File: src/design/hlu_pkg.sv
// Shared types, constants and arithmetic helpers for the Hankel LU solver.
`default_nettype none
package hlu_pkg;

    localparam int MAX_ORDER_DEF = 4;
    localparam int FRAC_BITS_DEF = 16;
    localparam int ACC_W         = 48;
    localparam int VAL_W         = 32;
    localparam int IDX_W         = 3;
    localparam int ORD_W         = 3;
    localparam int THR_W         = 16;
    localparam int CFG_ADDR_W    = 1;
    localparam int CFG_DATA_W    = 16;

    // Configuration register indexes
    localparam logic [CFG_ADDR_W-1:0] REG_ORDER     = 1'b0;
    localparam logic [CFG_ADDR_W-1:0] REG_THRESHOLD = 1'b1;

    // Load kinds carried in op
    localparam logic OP_MOMENT = 1'b0;
    localparam logic OP_RHS    = 1'b1;

    // Result status codes
    localparam logic ST_SOLVED   = 1'b0;
    localparam logic ST_SINGULAR = 1'b1;

    localparam logic signed [ACC_W-1:0] S48_MAX = {1'b0, {(ACC_W-1){1'b1}}};
    localparam logic signed [ACC_W-1:0] S48_MIN = {1'b1, {(ACC_W-1){1'b0}}};

    // One queued item handed from the front to the back
    typedef struct packed {
        logic              op;
        logic [IDX_W-1:0]  index;
        logic [VAL_W-1:0]  value;
        logic              start;
    } item_t;

    // Saturating 48-bit subtract
    function automatic logic signed [ACC_W-1:0] sub_sat(
        input logic signed [ACC_W-1:0] a,
        input logic signed [ACC_W-1:0] b
    );
        logic signed [ACC_W:0] d;
        d = {a[ACC_W-1], a} - {b[ACC_W-1], b};
        if (d[ACC_W] != d[ACC_W-1]) begin
            return d[ACC_W] ? S48_MIN : S48_MAX;
        end
        return d[ACC_W-1:0];
    endfunction

    // Absolute value as unsigned magnitude
    function automatic logic [ACC_W-1:0] mag48(input logic signed [ACC_W-1:0] v);
        return v[ACC_W-1] ? (~v + 1'b1) : v;
    endfunction

endpackage : hlu_pkg
`default_nettype wire

File: src/design/hlu_front.sv
// Front end: accepts items into a short queue for the solve engine.
`default_nettype none
module hlu_front #(
    parameter int DEPTH = 2
) (
    input  wire logic            aclk,
    input  wire logic            aresetn,
    input  wire logic            in_valid,
    output logic                 in_ready,
    input  wire hlu_pkg::item_t  in_item,
    output logic                 q_valid,
    input  wire logic            q_ready,
    output hlu_pkg::item_t       q_item
);
    import hlu_pkg::*;

    localparam int AW = (DEPTH > 1) ? $clog2(DEPTH) : 1;

    item_t           mem_reg [DEPTH];
    logic [AW-1:0]   wr_reg, rd_reg;
    logic [AW:0]     cnt_reg;
    logic            push, pop;

    assign in_ready = (cnt_reg != (AW+1)'(DEPTH));
    assign q_valid  = (cnt_reg != '0);
    assign q_item   = mem_reg[rd_reg];
    assign push     = in_valid && in_ready;
    assign pop      = q_valid && q_ready;

    // Store pushed items
    always_ff @(posedge aclk) begin
        if (push) begin
            mem_reg[wr_reg] <= in_item;
        end
    end

    // Advance pointers and fill count
    always_ff @(posedge aclk) begin
        if (!aresetn) begin
            wr_reg  <= '0;
            rd_reg  <= '0;
            cnt_reg <= '0;
        end else begin
            if (push) wr_reg <= (wr_reg == AW'(DEPTH-1)) ? '0 : wr_reg + AW'(1);
            if (pop)  rd_reg <= (rd_reg == AW'(DEPTH-1)) ? '0 : rd_reg + AW'(1);
            cnt_reg <= cnt_reg + (AW+1)'(push) - (AW+1)'(pop);
        end
    end

`ifndef ASSERT_OFF
    a_no_over: assert property (@(posedge aclk) disable iff (!aresetn)
        cnt_reg <= (AW+1)'(DEPTH)) else $error("queue overfilled");
    a_cnt_up: assert property (@(posedge aclk) disable iff (!aresetn)
        push && !pop |=> cnt_reg == $past(cnt_reg) + 1'b1) else $error("count slip");
    a_cnt_dn: assert property (@(posedge aclk) disable iff (!aresetn)
        pop && !push |=> cnt_reg == $past(cnt_reg) - 1'b1) else $error("count slip");
`endif
endmodule : hlu_front
`default_nettype wire

File: config.mk
export PLATFORM = sky130hd
export DESIGN_NAME = hlu_front
export DESIGN_NICKNAME = d
export VERILOG_FILES = /design/src/design/hlu_pkg.sv /design/src/design/hlu_front.sv
export SDC_FILE = /design/constraint.sdc
export NUM_CORES = 1
export LEC_CHECK = 0
export BUFFER_PORTS_ARGS = -buffer_cell sky130_fd_sc_hd__buf_2
export CAP_MARGIN = 20
export CORE_MARGIN = 3
export CORE_UTILIZATION = 40
export CTS_BUF_LIST = sky130_fd_sc_hd__clkbuf_4
export CTS_CLUSTER_DIAMETER = 60
export DETAILED_ROUTE_END_ITERATION = 10
export PLACE_DENSITY = 0.66
export SETUP_SLACK_MARGIN = 0.02
export SYNTH_ARGS = -nofsm -noshare
export SYNTH_HDL_FRONTEND = slang
export SYNTH_SLANG_ARGS = --single-unit
File: constraint.sdc
create_clock -name aclk -period 1.8 [get_ports aclk]
set_input_delay 0.09 -clock aclk [delete_from_list [all_inputs] [get_ports aclk]]
set_output_delay 0.09 -clock aclk [all_outputs]
set_load 0.01 [all_outputs]
==> flow_summary.yaml, run 1 <==
logic_synthesis:
  synth-compound-area-share_pct: 1.828
  synth_edf_count: 74
  syn_area_um2: 2943
  ys_top_cells_by_area: "edfxtp_1 (76%), mux2_2 (14%), dfxtp_1 (3.4%)"
  synth-simple-area-share_pct: 2.509
  syn-num-nets: 186
  synth.most_common_cell: "edfxtp_1"
  ys_async_sr_fraction_pct: 0
  yosysSeqAreaShare_pct: 78.91
  synth_seq_cells: 79
  yosysWarnings: 0
  synth.largest_area_cell: "edfxtp_1"
  synthCells: 144
  synth_fa_ha_area_share_pct: 0.4252
  postSynthAreaPerCell_um2: 20.44
  synth_top_family_by_area: "multiplexers"
  synthMuxAreaShare_pct: 14.50
  synth_top_area_share_pct: 75.51
  ys_dominant_reg_cell: "edfxtp_1"
  yosys-top-cells-count: "edfxtp_1 (74), mux2_2 (37), dfxtp_1 (5), and2_1 (3), buf_6 (3)"
  ys_types: 24
  synth_xor_area_share_pct: 0.2976
clock_tree:
  clk-insertion-delay-late_ns: 0.40
  clock-sinks: 79
  clockBufferDepth: 2
  cts_tree: "yes"
  htreeDepth: 3
  root_buffer: "clkbuf_4"
  clkTransAtPathRegs_ns: 0.12
  cts_buffers: 9
global_route:
  antenna_found_initial: 0
  grt_overflow: 0
  grt_pass1_vias: 1802
  grt_pass1_wl_um: 8728
  grt_max_degree: 30
  grt_use_total_pct: 13.76
critical_path:
  cp_slowest_stage_delay_ns: 0.39
  path_delay_family: "flip-flops"
  crit_type: "flop to output pin"
  worstRegToRegCells: 4
  start_kind: "flop"
  worst_r2r_endpoint: "mem_reg[0][18]"
  crit_buf_inv: 2
  worst_path_max_delay_cell: "dfxtp_4"
  critical_path_required_ns: 1.71
  rrSetupSlack_ns: 0.37
  path_cells: "buf_12 > mux2_2 > buf_2"
  crit_path_end_kind: "output pin"
  worstPathArrival_ns: 1.48
  cp_max_fo: 27
  rr_startpoint: "cnt_reg[0]"
sta:
  worst_pin_slew_ns: 0.2244
  rsz0062_at_grt: "no"
  hold_viol_final: 0
  period_needed_ns: 1.573
  holdWs_ns: 0.06067
  post-route-period-util_pct: 87.41
  fin_worst_skew_ns: 0.01329
  finalSetupTns_ns: 0
  fmax_ghz: 0.6356
  slew_viol_final: 0
  setup_viol: 0
  relSlewSlack_pct: 85.04
floorplan:
  initial_utilization_pct: 42.38
  coreArea_um2: 6944
  die_area_um2: 8423
  rows: 30
  chipWidth_um: 91.78
  io_pins: 80
  die_y_um: 91.78
placement:
  place_inst: 320
  io_buffer_count: 79
  dp_hpwl_um: 3456
  gp_congestion: 0.7369
min_path:
  holdPathEnd: "wr_reg"
  holdPathStages: 3
  min_path_type: "input port to flop"
  worstHoldStart: "in_valid"
route:
  via_per_inst: 4.440
  drt_wl_total_um: 5394
  drt-wirelength-per-cell_um: 14.38
  drtPass1Iterations: 3
  drc: 0
  antenna_left: 0
  vias: 1665
  drt-initial-drc-count: 25
layout:
  drive_gt1_share_pct: 50.54
  finalNetCount: 317
  largest_reg_flops: 74
  final_util_pct: 58.25
  diodes: 0
  n_fill_cell: 554
  areaGrowthSynthToFinish_pct: 37.46
  regArea_um2: 2326
  fin_cells: 375
  multiInputGateArea_um2: 576.8
pwr:
  cellPowerDensity_nw_per_um2: 1115
  ir_drop_mv: 0.5394
  p_total_mw: 4.511
  leakagePower_nw: 1.541
job:
  drv_cap: 0
outcome:
  status: "completed"
per-stage QoR:
step | setup WS (ns) | cell area (um2)
2_1_floorplan | 0.1358 | 2948
3_3_place_gp | 0.4243 | 3498
3_5_place_dp | 0.3928 | 3498
4_1_cts | 0.08018 | 4030
5_1_grt | 0.1308 | 4045
6_report | 0.2266 | 4045
placed cells by master, fill, tap and decap left out:
cell type,Yosys,layout
buf_2,0,79
nor2_1,2,2
a211oi_1,1,1
ha_1,1,1
bufinv_16,0,2
nand2b_1,2,2
and3_2,0,1
dfxtp_4,0,1
clkbuf_4,0,10
buf_12,0,3
buf_4,1,4
clkinvlp_4,0,1
nor2b_1,1,1
mux2i_1,1,1
a21bo_1,2,2
and2_1,3,3
o21ai_1,1,1
mux2_2,37,37
dlygate4sd3_1,0,38
xnor2_1,1,1
nand3_1,1,1
a21boi_1,1,1
nand2_1,1,1
edfxtp_1,74,74
dfxtp_1,5,4
clkinv_1,0,1
or2_2,1,1
nand3b_1,1,1
a32oi_1,1,1
o21ai_0,1,1
clkinv_2,0,2
where the power goes:
part,internal [mW],leakage (nW),switching (mW)
Combinational,0.588,0.723,0.520
Sequential,2.23,0.734,0.0700
Clock,0.564,0.0837,0.536
Total,3.39,1.54,1.13
worst reg2reg max path: stages, from the launching register on:
cell and delay (ns):
dfxtp_1 0.46, nand2b_1 0.19, nand3b_1 0.15, clkinvlp_4 0.13, buf_12 0.18
metal layers:
metal | part of all wire (%) | GRT usage [%] | up-vias
li1 | - | - | 820
met1 | 41 | 15.46 | 792
met4 | 1.4 | 5.198 | 0
met5 | 0 | 0 | -
met3 | 5.1 | 4.676 | 7
met2 | 52 | 24.10 | 46
cell families after synthesis:
family,count (synthesis)
AO/OA/AOI/OAI,7
XOR/XNOR,1
adder cells (fa/ha/maj),1
buffers and inverters,5
flip-flops,79
multiplexers,38
AND/OR/NAND/NOR,13
worst max-delay path by stage:
| stage | end | from | cells after the start | slack [ns] |
|---|---|---|---|---|
| 4_1_cts | q_item[32] | flop | 3 | 0.08 |
| 3_3_place_gp | mem_reg[0][17] | cnt_reg[0] | 4 | 0.42 |
| 6_report | q_item[32] | flop | 3 | 0.23 |
| 2_1_floorplan | mem_reg[0][0] | cnt_reg[0] | 3 | 0.14 |
| 5_1_grt | q_item[15] | flop | 3 | 0.13 |
| 3_5_place_dp | mem_reg[0][26] | cnt_reg[0] | 4 | 0.39 |
repair_timing:
item | in CTS | in global routing
buffers inserted | 0 | 2
endpoints found under the hold margin | 79 | 0
hold buffers | 38 | 0
gates resized for setup | 1 | 0
cloned | 0 | 0
endpoints found under the setup margin | 24 | 13
cell type report:
class / instances / area share (%)
multi-input cells: 60 / 14.26
clock inverters: 5 / 1.825
inverters: 1 / 0.1856
flip-flops and latches: 79 / 57.50
well taps: 96 / 2.969
repair buffers: 124 / 21.40
clock buffers: 10 / 1.856
(Power assumes the default switching activity.)
==> run 2: changes to the inputs <==
- CORE_MARGIN: 3 -> 2
==> run 2 against run 1 <==
Die area decreased by 4.3%. Clock skew decreased by 0.0064 ns. Clock power decreased by 14%. Setup slack got worse by 0.10 ns. Global-route usage increased by 0.41 points. Power decreased by 3.5%.
==> flow_summary.yaml, run 2 (synthesis results as in run 1) <==
outcome:
  status: "completed"
min_path:
  holdPathEnd: "wr_reg"
  worstHoldStart: "in_valid"
  holdPathStages: 3
  min_path_type: "input port to flop"
critical_path:
  start_kind: "flop"
  worst_r2r_endpoint: "mem_reg[1][19]"
  worstRegToRegCells: 3
  cp.depth: 3
  worstPathArrival_ns: 1.59
  path_delay_family: "flip-flops"
  crit_path_end_kind: "output pin"
  worst_path_max_delay_cell: "dfxtp_4"
  crit_type: "flop to output pin"
  cp_slowest_stage_delay_ns: 0.46
  path_cells: "buf_12 > mux2_2 > buf_2"
  crit_buf_inv: 2
  rrSetupSlack_ns: 0.27
  cp_max_fo: 27
  critical_path_required_ns: 1.71
  rr_startpoint: "cnt_reg[0]"
route:
  drt-initial-drc-count: 70
  drt_wl_total_um: 5278
  drc: 0
  vias: 1688
  drtPass1Iterations: 4
  drt-wirelength-per-cell_um: 14.07
  antenna_left: 0
  via_per_inst: 4.501
clock_tree:
  clkTransAtPathRegs_ns: 0.11
  clock-sinks: 79
  cts_tree: "yes"
  cts_setup_buffers: 0
  cts_buffers: 9
  htreeDepth: 3
  root_buffer: "clkbuf_4"
  clk-insertion-delay-late_ns: 0.40
  clockBufferDepth: 2
floorplan:
  die_area_um2: 8060
  die_y_um: 89.78
  initial_utilization_pct: 41.01
  io_pins: 80
  chipWidth_um: 89.78
  rows: 31
  coreArea_um2: 7176
layout:
  fin_cells: 375
  fin_area_um2: 4029
  diodes: 0
  final_util_pct: 56.15
  drive_gt1_share_pct: 50.00
  areaGrowthSynthToFinish_pct: 36.90
  final_common_cell: "buf_2"
  finalNetCount: 315
  layout_common_cells: "buf_2 (79), edfxtp_1 (74), dlygate4sd3_1 (38)"
  largest_reg_flops: 74
global_route:
  antenna_found_initial: 0
  grt_max_degree: 28
  grt_use_total_pct: 14.17
  grt_pass1_wl_um: 8714
  grt_pass1_vias: 1772
  grt_overflow: 0
pwr:
  leakagePower_nw: 1.519
  ir_drop_mv: 0.5466
  cellPowerDensity_nw_per_um2: 1081
  p_sw_share_pct: 26.08
  p_total_mw: 4.355
  p_sw_mw: 1.136
  clkPwrFrac_pct: 21.7
  power.internal_mw: 3.219
  combPwrFrac_pct: 25.0
  power.share.sequential_pct: 53.3
sta:
  relSlewSlack_pct: 82.67
  rsz0062_at_grt: "no"
  setup_viol: 0
  fmax_ghz: 0.5967
  finalSetupTns_ns: 0
  hold_viol_final: 0
  worst_pin_slew_ns: 0.2600
  slew_viol_final: 0
  post-route-period-util_pct: 93.11
  fin_worst_skew_ns: 0.006902
  period_needed_ns: 1.676
job:
  drv_cap: 0
placement:
  gp_congestion: 0.7435
  io_buffer_count: 79
  place_area_um2: 3527
  place_inst: 323
  dp_hpwl_um: 3377
[run 2: layer usage]
metal	wire [um]	track usage (%)	part of all wire, %
met5	0	0	0
met4	134	7.179	2.5
met3	269	4.694	5.1
met2	2567	22.54	49
met1	2306	17.40	44
[run 2: power groups by stage]
stage,clock network (mW),registers [mW],logic (mW)
after floorplan,0,2.32,0.673
after global placement,0,2.36,1.04
after CTS,0.980,2.33,1.11
after global routing,1.05,2.35,1.18
after detailed placement,0,2.37,1.04
final,0.945,2.32,1.09
[run 2: worst reg2reg max path, cell delays in order, from the launching register on]
cell and delay [ns]:
dfxtp_1 0.46, nand2b_1 0.21, and3_2 0.37, buf_12 0.21
[run 2: how the worst max path moves through the flow]
stage | to | slack [ns]
after global routing | q_item[5] | 0.02
after floorplan | mem_reg[0][0] | 0.14
after detailed placement | mem_reg[1][20] | 0.28
after CTS | q_item[31] | 0.05
final | q_item[5] | 0.12
after global placement | mem_reg[1][18] | 0.32
[run 2: metrics by stage]
stage,hold WS [ns],setup WS [ns]
floorplan,0.1889,0.1358
CTS,0.01130,0.05304
detailed placement,0.2811,0.2843
global placement,0.2793,0.3187
finish,0.05649,0.1241
global route,0.03283,0.02473
[run 2: layout make-up]
type / instances / area, um2
Clock buffer: 9 / 67.56
Clock inverter: 5 / 51.30
Fill cell: 585 / 3147
Inverter: 1 / 7.507
Multi-Input combinational cell: 60 / 576.8
Sequential cell: 79 / 2326
Tap cell: 99 / 123.9
Timing Repair Buffer: 122 / 875.8
[run 2: repair_timing]
action,in CTS,in global routing
hold buffers,38,0
hold endpoints to repair,79,0
gates resized for setup,1,0
endpoints found under the setup margin,27,0
==> run 3: changes to the inputs <==
- PLACE_DENSITY: 0.66 -> not set
- clock period: 1.8 -> 1.9 ns (I/O delays scaled with it)
==> run 3 against run 2 <==
Flip-flop and latch count is the same. Hold slack gained 0.0035 ns. Final cell count is the same. Count of clock-buffer cells in the layout grew 1. Sequential share of layout area grew 0.59 points. Clock skew grew 0.0022 ns. Utilization shrank 0.63 points. Critical path depth is the same. Clock power shrank 3.6%. Combinational power shrank 6%. Power shrank 5.6%. Largest cell class unchanged.
==> flow_summary.yaml, run 3 (synthesis results as in run 1) <==
job:
  drv_cap: 0
clock_tree:
  cts_tree: "yes"
  clk-insertion-delay-late_ns: 0.40
  htreeDepth: 3
  cts_resized: 0
  root_buffer: "clkbuf_4"
  clkTransAtPathRegs_ns: 0.10
  cts_buffers: 9
  clockBufferDepth: 2
  clock-sinks: 79
route:
  drt-wirelength-per-cell_um: 14.10
  drt_wl_total_um: 5286
  antenna_left: 0
  drc: 0
  via_per_inst: 4.477
  drtPass1Iterations: 3
  vias: 1679
  drt-initial-drc-count: 110
outcome:
  status: "completed"
floorplan:
  io_pins: 80
  chipWidth_um: 89.78
  coreArea_um2: 7176
  die_y_um: 89.78
  die_area_um2: 8060
  initial_utilization_pct: 41.01
  rows: 31
sta:
  fmax_ghz: 0.6111
  setup_viol: 0
  post-route-period-util_pct: 86.12
  period_needed_ns: 1.636
  slew_viol_final: 0
  worst_pin_slew_ns: 0.3255
  fin_worst_skew_ns: 0.009130
  hold_viol_final: 0
  relSlewSlack_pct: 78.30
  rsz0062_at_grt: "no"
  holdWs_ns: 0.06003
  finalSetupTns_ns: 0
  setup_ws_ns: 0.2637
min_path:
  min_path_type: "input port to flop"
layout:
  largest_reg_flops: 74
  areaGrowthSynthToFinish_pct: 35.37
  diodes: 0
  finalNetCount: 314
  layout_common_cells: "buf_2 (79), edfxtp_1 (74), dlygate4sd3_1 (38)"
  drive_gt1_share_pct: 49.28
  fin_cells: 375
  fin_area_um2: 3984
  final_common_cell: "buf_2"
  final_util_pct: 55.52
placement:
  place_area_um2: 3478
  place_inst: 322
  io_buffer_count: 79
  gp_congestion: 0.7251
  pre_cts_slack_ns: 0.3910
  dp_hpwl_um: 3316
pwr:
  ir_drop_mv: 0.7619
  power.internal_mw: 3.041
  clkPwrFrac_pct: 22.2
  p_total_mw: 4.110
  leakagePower_nw: 1.511
  p_sw_mw: 1.069
  power.share.sequential_pct: 53.1
  p_sw_share_pct: 26.00
  combPwrFrac_pct: 24.8
  cellPowerDensity_nw_per_um2: 1032
global_route:
  grt_overflow: 0
  grt_use_total_pct: 14.12
  grt_max_degree: 38
  antenna_found_initial: 0
  grt_pass1_wl_um: 8652
  grt_pass1_vias: 1808
critical_path:
  critical_path_required_ns: 1.80
  crit_type: "flop to output pin"
  cp_max_fo: 35
  worstPathArrival_ns: 1.54
  crit_path_end_kind: "output pin"
  start_kind: "flop"
[run 3: final cells by class]
cell class	count	area (um2)
Sequential cell	79	2323
Multi-Input combinational cell	60	576.8
Tap cell	99	123.9
Inverter	1	3.754
Fill cell	594	3192
Clock inverter	5	50.05
Clock buffer	10	75.07
Timing Repair Buffer	121	830.8
[run 3: what timing repair did]
action                                  4_1_cts  5_1_grt
endpoints found under the hold margin        79        0
endpoints found under the setup margin        0        0
hold buffers                                 38        0
buffers inserted                              0        0
[run 3: layer usage]
metal | global-route usage (%) | share of wire (%)
met4 | 6.410 | 1.9
met5 | 0 | 0
met2 | 24.49 | 51
met3 | 4.359 | 4.7
met1 | 16.07 | 43
[run 3: worst paths after layout]
path	start	end	slack [ns]	depth (start not counted)
worst max-delay path	flop	q_item[35]	0.26	3
worst min-delay path	in_valid	wr_reg	0.06	3
worst max register to register	cnt_reg[0]	mem_reg[0][34]	0.39	4
worst min register to register	wr_reg	wr_reg	0.57	2
[run 3: worst max-delay path, cell delays in order (launching register included)]
cell,delay (ns)
dfxtp_2,0.39
buf_12,0.23
mux2_2,0.37
buf_2,0.14
[run 3: power groups by stage]
stage               clock (mW)  sequential [mW]  combinational [mW]
detailed placement           0             2.22               0.974
finish                   0.911             2.18                1.02
CTS                      0.946             2.18                1.04
floorplan                    0             2.20               0.634
global route              1.01             2.20                1.11
global placement             0             2.21               0.970
